===== src/rtl/core/gdu_pkg.sv =====
`timescale 1ns / 1ps
// ----------------------------------------------------------------------------
// Gregorian date unit package
// Field widths, month codes, divider constants and the calendar functions
// shared by the date unit and its parts.
// ----------------------------------------------------------------------------
package gdu_pkg;

    localparam int unsigned DAY_W  = 5;
    localparam int unsigned MON_W  = 4;
    localparam int unsigned YEAR_W = 14;
    localparam int unsigned WDAY_W = 3;

    localparam logic [MON_W-1:0] MON_JAN = 4'd1;
    localparam logic [MON_W-1:0] MON_FEB = 4'd2;
    localparam logic [MON_W-1:0] MON_MAR = 4'd3;
    localparam logic [MON_W-1:0] MON_APR = 4'd4;
    localparam logic [MON_W-1:0] MON_MAY = 4'd5;
    localparam logic [MON_W-1:0] MON_JUN = 4'd6;
    localparam logic [MON_W-1:0] MON_JUL = 4'd7;
    localparam logic [MON_W-1:0] MON_AUG = 4'd8;
    localparam logic [MON_W-1:0] MON_SEP = 4'd9;
    localparam logic [MON_W-1:0] MON_OCT = 4'd10;
    localparam logic [MON_W-1:0] MON_NOV = 4'd11;
    localparam logic [MON_W-1:0] MON_DEC = 4'd12;

    localparam logic [DAY_W-1:0] DAY_FIRST = 5'd1;
    localparam logic [DAY_W-1:0] DAY_LONG  = 5'd31;
    localparam logic [DAY_W-1:0] DAY_SHORT = 5'd30;
    localparam logic [DAY_W-1:0] DAY_FEB   = 5'd28;
    localparam logic [DAY_W-1:0] DAY_FEB_L = 5'd29;

    localparam int unsigned C_HUNDRED   = 100;
    localparam int unsigned C_WEEK      = 7;
    localparam int unsigned C_RECIP_100 = 5243;
    localparam int unsigned C_SHIFT_100 = 19;
    localparam int unsigned C_RECIP_7   = 18725;
    localparam int unsigned C_SHIFT_7   = 17;
    localparam int unsigned PROD100_W   = 27;
    localparam int unsigned PROD7_W     = 29;
    localparam int unsigned Q100_W      = 8;
    localparam int unsigned Q7_W        = 12;
    localparam int unsigned SUM_W       = 15;
    localparam int unsigned MMT_W       = 5;

    typedef struct packed {
        logic [DAY_W-1:0]  in_day;
        logic [MON_W-1:0]  in_month;
        logic [YEAR_W-1:0] in_year;
    } t_gdu_req;

    typedef struct packed {
        logic              date_ok;
        logic [WDAY_W-1:0] weekday;
        logic [DAY_W-1:0]  next_day;
        logic [MON_W-1:0]  next_month;
        logic [YEAR_W-1:0] next_year;
        logic [DAY_W-1:0]  prev_day;
        logic [MON_W-1:0]  prev_month;
        logic [YEAR_W-1:0] prev_year;
    } t_gdu_rsp;

    typedef struct packed {
        logic [DAY_W-1:0]  day;
        logic [MON_W-1:0]  month;
        logic [YEAR_W-1:0] year;
    } t_date;

    function automatic logic [DAY_W-1:0] month_len(input logic [MON_W-1:0] m,
                                                   input logic leap);
        logic [DAY_W-1:0] len;
        case (m)
            MON_JAN, MON_MAR, MON_MAY, MON_JUL, MON_AUG, MON_OCT, MON_DEC: begin
                len = DAY_LONG;
            end
            MON_FEB: begin
                len = leap ? DAY_FEB_L : DAY_FEB;
            end
            default: begin
                len = DAY_SHORT;
            end
        endcase
        return len;
    endfunction

    // Month term of the weekday sum, with January and February counted as
    // the eleventh and twelfth months of the year before.
    function automatic logic [MMT_W-1:0] month_term(input logic [MON_W-1:0] m);
        logic [MMT_W-1:0] t;
        case (m)
            MON_JAN: t = 5'd28;
            MON_FEB: t = 5'd31;
            MON_MAR: t = 5'd2;
            MON_APR: t = 5'd5;
            MON_MAY: t = 5'd7;
            MON_JUN: t = 5'd10;
            MON_JUL: t = 5'd12;
            MON_AUG: t = 5'd15;
            MON_SEP: t = 5'd18;
            MON_OCT: t = 5'd20;
            MON_NOV: t = 5'd23;
            MON_DEC: t = 5'd25;
            default: t = '0;
        endcase
        return t;
    endfunction

endpackage


===== src/rtl/core/gdu_if.sv =====
`timescale 1ns / 1ps
// ----------------------------------------------------------------------------
// Gregorian date unit channels
// Request and response channels with valid/ready handshake and payload.
// ----------------------------------------------------------------------------
interface gdu_req_if;
    import gdu_pkg::*;

    logic     valid;
    logic     ready;
    t_gdu_req data;

    modport src (output valid, output data, input ready);
    modport snk (input valid, input data, output ready);
endinterface

interface gdu_rsp_if;
    import gdu_pkg::*;

    logic     valid;
    logic     ready;
    t_gdu_rsp data;

    modport src (output valid, output data, input ready);
    modport snk (input valid, input data, output ready);
endinterface


===== src/rtl/core/gregorian_date_unit.sv =====
`timescale 1ns / 1ps
// ----------------------------------------------------------------------------
// Gregorian date unit
// Checks a raw date and gives its weekday, following date and preceding date.
// ----------------------------------------------------------------------------
// A date request enters on i_req (day, month, year) and one response leaves
// on o_rsp for each request, in order. The response carries date_ok, the
// weekday (0 is Sunday) and the following and preceding dates; for an
// invalid date every field is zero.
// The work runs through a five-stage pipeline: a request is registered in
// stage 0 and moves through stages 1 to 4, whose register drives o_rsp.
// While o_rsp is not stalled a request can be taken in every cycle, so the
// sustained rate is one date per cycle; the depth is set by the two reciprocal
// multipliers (year by 100, weekday sum by 7), each followed by a register.
// Each stage holds its own valid bit. When o_rsp is stalled the full stages
// hold their contents, while empty stages further up still fill, so i_req
// stays ready until the pipeline is full. Nothing is dropped or repeated.
// Reset clears every valid bit; the pipeline is then empty and ready.
// ----------------------------------------------------------------------------
module gregorian_date_unit (
    input  logic          i_clk,
    input  logic          i_rst_n,
    gdu_req_if.snk        i_req,
    gdu_rsp_if.src        o_rsp
);
    import gdu_pkg::*;

    localparam int unsigned STAGES = 5;

    logic [STAGES-1:0] r_v;
    logic [STAGES-1:0] n_ld;

    // Stage 0
    t_date               r0_date;
    logic [Q100_W-1:0]   r0_q100;
    logic [PROD100_W-1:0] n_prod100;

    // Stage 1
    t_date               r1_date;
    logic                r1_ok;
    logic                r1_leap;
    logic [DAY_W-1:0]    r1_mlen;
    logic [SUM_W-1:0]    r1_part;
    logic [Q100_W-1:0]   r1_yyq;
    logic [YEAR_W-1:0]   n_rem100;
    logic                n_z100;
    logic                n_leap;
    logic                n_early;
    logic [YEAR_W-1:0]   n_yy;
    logic [Q100_W-1:0]   n_yyq;
    logic [DAY_W-1:0]    n_mlen;
    logic                n_ok;
    logic [SUM_W-1:0]    n_part;

    // Stage 2
    logic                r2_ok;
    logic [SUM_W-1:0]    r2_sum;
    t_date               r2_next;
    t_date               r2_prev;
    t_date               n_next;
    t_date               n_prev;
    logic [SUM_W-1:0]    n_sum;

    // Stage 3
    logic                r3_ok;
    logic [SUM_W-1:0]    r3_sum;
    logic [Q7_W-1:0]     r3_q7;
    t_date               r3_next;
    t_date               r3_prev;
    logic [PROD7_W-1:0]  n_prod7;

    // Stage 4
    t_gdu_rsp            r4_rsp;
    logic [SUM_W-1:0]    n_rem7;
    t_gdu_rsp            n_rsp;

    always_comb begin
        n_ld[STAGES-1] = !r_v[STAGES-1] || o_rsp.ready;
        n_ld[3] = !r_v[3] || n_ld[4];
        n_ld[2] = !r_v[2] || n_ld[3];
        n_ld[1] = !r_v[1] || n_ld[2];
        n_ld[0] = !r_v[0] || n_ld[1];
    end

    assign i_req.ready = n_ld[0];

    always_ff @(posedge i_clk) begin
        if (!i_rst_n) begin
            r_v <= '0;
        end else begin
            if (n_ld[0]) begin
                r_v[0] <= i_req.valid;
            end
            if (n_ld[1]) begin
                r_v[1] <= r_v[0];
            end
            if (n_ld[2]) begin
                r_v[2] <= r_v[1];
            end
            if (n_ld[3]) begin
                r_v[3] <= r_v[2];
            end
            if (n_ld[4]) begin
                r_v[4] <= r_v[3];
            end
        end
    end

    // Stage 0: year divided by 100 through its reciprocal.
    assign n_prod100 = PROD100_W'(i_req.data.in_year) * PROD100_W'(C_RECIP_100);

    always_ff @(posedge i_clk) begin
        if (n_ld[0]) begin
            r0_date.day   <= i_req.data.in_day;
            r0_date.month <= i_req.data.in_month;
            r0_date.year  <= i_req.data.in_year;
            r0_q100       <= n_prod100[C_SHIFT_100 +: Q100_W];
        end
    end

    // Stage 1: leap rule, month length, validity and the first partial sum.
    always_comb begin
        n_rem100 = r0_date.year - YEAR_W'(r0_q100) * YEAR_W'(C_HUNDRED);
        n_z100   = (n_rem100 == '0);
        n_leap   = (n_z100 && (r0_q100[1:0] == 2'b00)) ||
                   (!n_z100 && (r0_date.year[1:0] == 2'b00));
        n_early  = r0_date.month inside {MON_JAN, MON_FEB};
        n_yy     = r0_date.year - YEAR_W'(n_early);
        n_yyq    = r0_q100 - Q100_W'(n_early && n_z100);
        n_mlen   = month_len(r0_date.month, n_leap);
        n_ok     = (r0_date.year != '0) && (r0_date.month >= MON_JAN) &&
                   (r0_date.month <= MON_DEC) && (r0_date.day != '0) &&
                   (r0_date.day <= n_mlen);
        n_part   = SUM_W'(r0_date.day) + SUM_W'(n_yy) + SUM_W'(n_yy >> 2) +
                   SUM_W'(month_term(r0_date.month));
    end

    always_ff @(posedge i_clk) begin
        if (n_ld[1]) begin
            r1_date <= r0_date;
            r1_ok   <= n_ok;
            r1_leap <= n_leap;
            r1_mlen <= n_mlen;
            r1_part <= n_part;
            r1_yyq  <= n_yyq;
        end
    end

    // Stage 2: century terms of the weekday sum and the day stepping.
    assign n_sum = r1_part - SUM_W'(r1_yyq) + SUM_W'(r1_yyq >> 2);

    gdu_step u_step (
        .i_cur  (r1_date),
        .i_mlen (r1_mlen),
        .i_leap (r1_leap),
        .i_ok   (r1_ok),
        .o_next (n_next),
        .o_prev (n_prev)
    );

    always_ff @(posedge i_clk) begin
        if (n_ld[2]) begin
            r2_ok   <= r1_ok;
            r2_sum  <= n_sum;
            r2_next <= n_next;
            r2_prev <= n_prev;
        end
    end

    // Stage 3: weekday sum divided by 7 through its reciprocal.
    assign n_prod7 = PROD7_W'(r2_sum) * PROD7_W'(C_RECIP_7);

    always_ff @(posedge i_clk) begin
        if (n_ld[3]) begin
            r3_ok   <= r2_ok;
            r3_sum  <= r2_sum;
            r3_q7   <= n_prod7[C_SHIFT_7 +: Q7_W];
            r3_next <= r2_next;
            r3_prev <= r2_prev;
        end
    end

    // Stage 4: remainder and output register.
    always_comb begin
        n_rem7           = r3_sum - SUM_W'(r3_q7) * SUM_W'(C_WEEK);
        n_rsp.date_ok    = r3_ok;
        n_rsp.weekday    = r3_ok ? n_rem7[WDAY_W-1:0] : '0;
        n_rsp.next_day   = r3_next.day;
        n_rsp.next_month = r3_next.month;
        n_rsp.next_year  = r3_next.year;
        n_rsp.prev_day   = r3_prev.day;
        n_rsp.prev_month = r3_prev.month;
        n_rsp.prev_year  = r3_prev.year;
    end

    always_ff @(posedge i_clk) begin
        if (n_ld[4]) begin
            r4_rsp <= n_rsp;
        end
    end

    assign o_rsp.valid = r_v[STAGES-1];
    assign o_rsp.data  = r4_rsp;

endmodule


===== src/rtl/core/gdu_step.sv =====
`timescale 1ns / 1ps
// ----------------------------------------------------------------------------
// Gregorian date unit: day stepper
// Forms the following and preceding dates of a checked date, with month and
// year roll-over; both are zero when the date is invalid.
// ----------------------------------------------------------------------------
module gdu_step (
    input  gdu_pkg::t_date              i_cur,
    input  logic [gdu_pkg::DAY_W-1:0]   i_mlen,
    input  logic                        i_leap,
    input  logic                        i_ok,
    output gdu_pkg::t_date              o_next,
    output gdu_pkg::t_date              o_prev
);
    import gdu_pkg::*;

    t_date            n_next;
    t_date            n_prev;
    logic [MON_W-1:0] n_pm;

    always_comb begin
        n_next = i_cur;
        n_prev = i_cur;
        n_pm   = i_cur.month - MON_JAN;
        if (i_cur.day == i_mlen) begin
            n_next.day = DAY_FIRST;
            if (i_cur.month == MON_DEC) begin
                n_next.month = MON_JAN;
                n_next.year  = i_cur.year + YEAR_W'(1);
            end else begin
                n_next.month = i_cur.month + MON_W'(1);
            end
        end else begin
            n_next.day = i_cur.day + DAY_W'(1);
        end
        if (i_cur.day == DAY_FIRST) begin
            if (i_cur.month == MON_JAN) begin
                n_prev.month = MON_DEC;
                n_prev.year  = i_cur.year - YEAR_W'(1);
                n_prev.day   = DAY_LONG;
            end else begin
                n_prev.month = n_pm;
                n_prev.day   = month_len(n_pm, i_leap);
            end
        end else begin
            n_prev.day = i_cur.day - DAY_W'(1);
        end
        if (!i_ok) begin
            n_next = '0;
            n_prev = '0;
        end
    end

    assign o_next = n_next;
    assign o_prev = n_prev;

endmodule


===== src/flat_wrapper.sv =====
// flat-port wrapper written by rule: the top's interface ports become plain ports
module gregorian_date_unit_flat import gdu_pkg::*;
  (i_clk, i_rst_n, i_req_valid, i_req_data, i_req_ready, o_rsp_valid, o_rsp_data, o_rsp_ready);
  gdu_req_if i_req_i ();
  gdu_rsp_if o_rsp_i ();
  input  logic i_clk;
  input  logic i_rst_n;
  input wire logic [$bits(i_req_i.valid)-1:0] i_req_valid;
  input wire logic [$bits(i_req_i.data)-1:0] i_req_data;
  output wire logic [$bits(i_req_i.ready)-1:0] i_req_ready;
  output wire logic [$bits(o_rsp_i.valid)-1:0] o_rsp_valid;
  output wire logic [$bits(o_rsp_i.data)-1:0] o_rsp_data;
  input wire logic [$bits(o_rsp_i.ready)-1:0] o_rsp_ready;
  assign i_req_i.valid = i_req_valid;
  assign i_req_i.data = i_req_data;
  assign i_req_ready = i_req_i.ready;
  assign o_rsp_valid = o_rsp_i.valid;
  assign o_rsp_data = o_rsp_i.data;
  assign o_rsp_i.ready = o_rsp_ready;
  gregorian_date_unit u_core (.i_clk(i_clk), .i_rst_n(i_rst_n), .i_req(i_req_i), .o_rsp(o_rsp_i));
endmodule

===== config.mk =====
export PLATFORM = sky130hd
export DESIGN_NAME = gregorian_date_unit_flat
export DESIGN_NICKNAME = d
export VERILOG_FILES = /design/src/rtl/core/gdu_pkg.sv /design/src/rtl/core/gdu_if.sv /design/src/rtl/core/gregorian_date_unit.sv /design/src/rtl/core/gdu_step.sv /design/src/flat_wrapper.sv
export SDC_FILE = /design/constraint.sdc
export NUM_CORES = 1
export LEC_CHECK = 0
export CAP_MARGIN = 30
export CORE_MARGIN = 4
export CORE_UTILIZATION = 55
export CTS_CLUSTER_SIZE = 40
export DETAILED_ROUTE_END_ITERATION = 10
export DONT_BUFFER_PORTS = 1
export PLACE_DENSITY = 0.76
export SLEW_MARGIN = 20
export SYNTH_ARGS = -nofsm -noshare
export SYNTH_HDL_FRONTEND = slang
export SYNTH_SLANG_ARGS = --single-unit

===== constraint.sdc =====
create_clock -name i_clk -period 6.5 [get_ports i_clk]
set_clock_uncertainty 0.15 [all_clocks]
set_input_delay 0.325 -clock i_clk [delete_from_list [all_inputs] [get_ports i_clk]]
set_output_delay 0.325 -clock i_clk [all_outputs]
set_load 0.01 [all_outputs]

==> results of run 1 <==
[metrics by stage]
step           hold slack, ns  std cells
2_1_floorplan          0.2503       1440
3_3_place_gp           0.2546       1830
3_5_place_dp           0.2545       1833
4_1_cts               0.01405       1906
5_1_grt               0.05611       1909
6_report              0.03361       1909
[registers in the layout, indices dropped and copies added, names as in the netlist, 5 cells and up, named ones only]
name	cells
u_core.n_rsp	46
u_core.r0_q100	8
u_core.o_rsp.data	50
u_core.r1_date	23
u_core.r2_prev	23
u_core.r0_date	23
u_core.r2_sum	15
u_core.r1_part	15
u_core.r_v	5
u_core.r1_yyq	8
u_core.r2_next	23
[cell type report]
cell class                      instances  area share [%]
Multi-Input combinational cell        908           46.69
Antenna cell                            2         0.02568
Clock buffer                           29           3.448
Tap cell                              402           2.581
Clock inverter                         18           1.380
Sequential cell                       256           38.93
Inverter                              262           5.046
Timing Repair Buffer                   32           1.900
[cell families after synthesis]
group,Yosys count,share of synthesized area (%)
xor gates and xnor gates,105,5.272
adders and majority gates,388,32.13
muxes,8,0.5364
and+or+nand+nor,251,7.658
DFF,256,42.80
AOI/OAI and AO/OA,156,5.703
buffers and inverters,276,5.907
[worst paths after layout]
kind                      start          endpoint  slack [ns]  depth (start not counted)
max reg2reg   u_core.r0_q100[4]      u_core.r1_ok        0.90                         21
max           u_core.r0_q100[4]      u_core.r1_ok        0.90                         21
min reg2reg  u_core.r2_next[18]  u_core.n_rsp[41]        0.26                          0
min              i_req_data[14]          register        0.03                          3
[cells in the mapped netlist (3+ instances only)]
cell / count
nor2b_1: 10
o21a_1: 5
and2_1: 7
or3_1: 11
nor3_1: 19
dfxtp_1: 10
xor2_1: 31
o31ai_1: 3
ha_1: 276
a211oi_1: 6
nor2_1: 71
mux2i_1: 5
a311oi_1: 5
clkbuf_1: 8
edfxtp_1: 246
nand2b_1: 6
nand2_1: 46
nor4_1: 8
o41ai_1: 3
o21bai_1: 9
fa_1: 112
and3_1: 10
a221oi_1: 4
buf_2: 3
or4_1: 4
a31o_2: 3
inv_1: 261
o21ai_0: 29
xnor2_1: 73
a21oi_1: 51
a21o_1: 16
nand4_1: 8
nand3_1: 25
or2_2: 5
a31oi_1: 4
o31a_1: 4
[layer usage]
layer | routed length, um | track usage (%)
met1 | 13430 | 23.71
met4 | 998 | 6.578
met5 | 0 | 0
met3 | 1313 | 2.513
met2 | 15490 | 31.29
[worst reg2reg max path: cells and delay by family (launching register included)]
kind | cells | cell delay, ns
and+or+nand+nor | 5 | 1.01
xor gates and xnor gates | 1 | 0.13
AOI/OAI and AO/OA | 8 | 1.33
buffers and inverters | 1 | 0.12
DFF | 1 | 0.48
adders and majority gates | 6 | 2.09
[timing repair]
item                      4_1_cts  5_1_grt
hold buffers                   26        0
hold endpoints to repair       31        0
resized for setup               0        0
==> results.yml, run 1 <==
final_layout:
  finalNetCount: 1901
  final_util_pct: 61.60
  final.fill_count: 2351
  layout_cells_sized_above_1_pct: 5.249
  layout.cells.most_common: "ha_1"
  area_taken_by_multi_input_logic_gates_um2: 9099
  final_area_um2: 19490
  seq_area_um2: 7587
  layout.cells.most_common_list: "276 x ha_1, 259 x inv_1, 246 x edfxtp_1"
  layout-area-overhead-vs-synth_pct: 9.930
clocking:
  tritoncts: "yes"
  clk_lat_worst_skew_ns: 0.53
  h-tree-depth: 1
  cts_setup_buffers: 0
  cts.sink_count: 256
  cts.path.max_buffers: 3
  clk_pin_slew_worst_paths_ns: 0.06
  cts-buffers-inserted: 26
  cts.root.buffer_cell: "clkbuf_16"
synth:
  synth_area_leaders: "edfxtp_1 42%, ha_1 19%, fa_1 13%"
  synth-main-ff-cell: "edfxtp_1"
  synth.cell_area_um2: 17730
  postSynthAreaPerCell_um2: 12.31
  synth_async_sr_flop_share_pct: 0
  ys_ff_latch: 256
  syn_nets: 1855
  netlist.top_cell.by_area: "edfxtp_1"
  synth_seq_area_share_pct: 42.80
  synthDominantCellAreaShare_pct: 41.67
  synthesis.yosys.warnings: 0
  synthCells: 1440
  synth-edff-count: 246
  synthDistinctLibCells: 70
routing:
  drt_drc_violations_left: 0
  postRouteAntennaNets: 0
  route.vias.total: 10420
  routed_via_density: 5.457
  drt_iter0_drc: 486
  drt_pre_antenna_iters: 6
  detail_route.wl_per_cell_um: 16.36
  routed_wirelength_um: 31230
worst_setup_path:
  slowest_cell_on_the_critical_path: "or4_1"
  cp_common_cell: "ha_1"
  combined_buffer_and_inverter_count_along_the_critical_path: 1
  cpLargestDelayFamily: "adder cells"
  timing.critical_path.to_type: "register"
  criticalPathCategory: "register to register"
  req_time_crit_path_ns: 6.60
  biggest_cell_delay_along_the_critical_path_ns: 0.56
  start_kind: "register"
  crit_path_max_fanout: 6
  worst_ep_arrival_time_ns: 5.70
  critical_path.cell_chain: "inv_1 -> ha_1 -> ha_1 -> fa_1 -> ha_1 -> a21o_1 -> a21oi_1 -> nand2_1 -> xnor2_1 -> ha_1 -> and3_1 -> nand3_1 -> a211o_1 -> a2bb2oi_1 -> or4_1 -> a41o_1 -> ha_1 -> a21oi_1 -> o21ai_0 -> nand3_1 -> a31oi_1"
timing:
  final_setup_fails: 0
  layout_worst_path_cycle_share_pct: 86.15
  timing.final.max_slew_violations: 0
  finalHoldViolations: 0
  rsz0062_at_grt: "no"
  min_period_ns: 5.600
  worst-slew-pin-transition_ns: 0.6783
  final.setup.worst_slack_ns: 0.9004
  relSlewSlack_pct: 54.62
  timing.fmax_ghz: 0.1786
  timing.setup.tns_ns: 0
place:
  dp_hpwl_um: 24230
  placement.io_buffers: 0
  dp_worst_setup_slack_ns: 0.9403
  placed_area_um2: 18260
  place_congestion: 0.8770
run_status:
  outcome: "complete, no violations"
global_routing:
  grt_pass1_vias: 10900
  groute.usage.overall_pct: 18.19
  first_pass_grt_wire_length_um: 53050
  grt_start_max_net_pins: 51
  globalRoute.totalOverflow: 0
  antenna_found_initial: 2
job:
  max_cap_violations: 0
floorplanning:
  die-height_um: 187.5
  num_rows: 65
  starting_density_pct: 56.04
  core_region_area_um2: 31640
  die_x_um: 187.5
  die_area_um2: 35170
  floorplan.io_pins: 79
hold_path:
  hold_path.class: "input port to register"
Power of run 1 is left out: the tool's default activity adds up to more than one toggle a clock period on the data nets, which glitch-free logic cannot reach.
==> run 2: changes to the inputs <==
==> constraint.sdc (replaced) <==
create_clock -name i_clk -period 6.5 [get_ports i_clk]
set_clock_uncertainty 0.15 [all_clocks]
set_input_delay 1.3 -clock i_clk [delete_from_list [all_inputs] [get_ports i_clk]]
set_output_delay 1.3 -clock i_clk [all_outputs]
set_load 0.01 [all_outputs]
==> run 2 against run 1 <==
Net effect: non-clock buffer count shrank 26; sequential cell count is the same; utilization shrank 0.76 points; first-iteration DRC count grew 27%; sequential share of layout area grew 0.49 points; global-route usage shrank 0.088 points; count of clock-buffer cells in the layout grew 4; critical endpoint unchanged.
==> results.yml, run 2 (synthesis results as in run 1) <==
run_status:
  outcome: "complete, no violations"
clocking:
  cts-resized-gates: 0
  postCtsHoldBufs: 0
  cts.sink_count: 256
  cts_setup_buffers: 0
  clk_lat_worst_skew_ns: 0.56
  clk_pin_slew_worst_paths_ns: 0.06
  tritoncts: "yes"
  h-tree-depth: 1
  cts-buffers-inserted: 28
  cts.path.max_buffers: 3
  cts.root.buffer_cell: "clkbuf_16"
timing:
  finalHoldViolations: 0
  timing.setup.tns_ns: 0
  min_period_ns: 5.662
  relSlewSlack_pct: 49.18
  timing.final.max_slew_violations: 0
  final_setup_fails: 0
  layout_worst_path_cycle_share_pct: 87.10
  timing.fmax_ghz: 0.1766
  whs_ns: 0.2565
  rsz0062_at_grt: "no"
  worst-slew-pin-transition_ns: 0.7614
  final.setup.worst_slack_ns: 0.8385
final_layout:
  finalNetCount: 1877
  final_area_um2: 19250
  largest_register_ff_count: 50
  layout_cells_sized_above_1_pct: 5.394
  layout-area-overhead-vs-synth_pct: 8.575
  layout.cells.most_common_list: "276 x ha_1, 259 x inv_1, 246 x edfxtp_1"
  final.fill_count: 2398
  layout.cells.most_common: "ha_1"
worst_setup_path:
  criticalPathCategory: "register to register"
  worst_ep_arrival_time_ns: 5.79
  req_time_crit_path_ns: 6.63
  timing.critical_path.to_type: "register"
  crit_path_max_fanout: 6
  start_kind: "register"
floorplanning:
  die_area_um2: 35170
  die-height_um: 187.5
  starting_density_pct: 56.04
  num_rows: 65
  floorplan.io_pins: 79
  core_region_area_um2: 31640
  die_x_um: 187.5
routing:
  route.vias.total: 10240
  postRouteAntennaNets: 0
  routed_wirelength_um: 30850
  drt_drc_violations_left: 0
  drt_iter0_drc: 615
  detail_route.wl_per_cell_um: 16.35
  drt_pre_antenna_iters: 5
  routed_via_density: 5.426
place:
  place_congestion: 0.8787
  placement.io_buffers: 0
  placed_area_um2: 18240
  dp_worst_setup_slack_ns: 0.2967
  dp_hpwl_um: 24580
global_routing:
  grt_pass1_vias: 10570
  antenna_found_initial: 3
  grt_start_max_net_pins: 63
  globalRoute.totalOverflow: 0
  groute.usage.overall_pct: 18.10
  first_pass_grt_wire_length_um: 52310
job:
  max_cap_violations: 0
hold_path:
  hold_path.class: "register to register"
run 2: cell count changes in the layout (fill, tap and decap cells not counted), moves of 2 or more:
| cell | change |
|---|---|
| dlygate4sd3_1 | -26 |
| clkbuf_1 | +3 |
| clkinv_4 | +3 |
| clkinvlp_4 | -3 |
| buf_16 | -2 |
| clkbuf_16 | +2 |
run 2: cell type report:
| type | instances | area [um2] | share of cell area, % |
|---|---|---|---|
| inverters | 262 | 983.4 | 5.109 |
| clock inverters | 18 | 261.5 | 1.359 |
| multi-input cells | 908 | 9099 | 47.27 |
| flip-flops and latches | 256 | 7587 | 39.42 |
| well taps | 402 | 503.0 | 2.613 |
| diodes | 2 | 5.005 | 0.02600 |
| clock buffers | 33 | 719.4 | 3.738 |
| repair buffers | 6 | 90.09 | 0.4680 |
run 2: path summary, 6_finish.rpt:
kind                            cells past startpoint  slack (ns)              endpoint               from
worst max-delay path                               21        0.84          u_core.r1_ok  u_core.r0_q100[3]
worst min-delay path                                0        0.26  u_core.o_rsp.data[9]    u_core.n_rsp[9]
worst max register to register                     21        0.84          u_core.r1_ok  u_core.r0_q100[3]
worst min register to register                      0        0.26  u_core.o_rsp.data[9]    u_core.n_rsp[9]
run 2: worst max-delay path: stages, from the launching register on:
cell,delay (ns)
edfxtp_1,0.48
inv_1,0.11
ha_1,0.30
ha_1,0.31
fa_1,0.47
ha_1,0.36
a21o_1,0.18
a21oi_1,0.21
nand2_1,0.09
xnor2_1,0.13
ha_1,0.37
and3_1,0.18
nand3_1,0.11
a211o_1,0.27
a2bb2oi_1,0.15
or4_1,0.59
a41o_1,0.27
ha_1,0.29
a21oi_1,0.13
o21ai_0,0.09
nand3_1,0.10
a31oi_1,0.06
run 2: stage by stage:
step | utilization (%) | std cells
6_report | 60.84 | 1887
5_1_grt | 60.84 | 1887
4_1_cts | 60.76 | 1884
3_5_place_dp | 57.66 | 1833
3_3_place_gp | 57.49 | 1830
2_1_floorplan | - | 1440
run 2: per-layer routing:
| layer | vias to the layer above | wire, um | track usage, % |
|---|---|---|---|
| li1 | 5009 | - | - |
| met5 | - | 0 | 0 |
| met2 | 202 | 15310 | 31.07 |
| met4 | 0 | 812 | 5.138 |
| met3 | 52 | 1139 | 2.792 |
| met1 | 4976 | 13580 | 24.09 |
Power of run 2 is left out for the same reason.
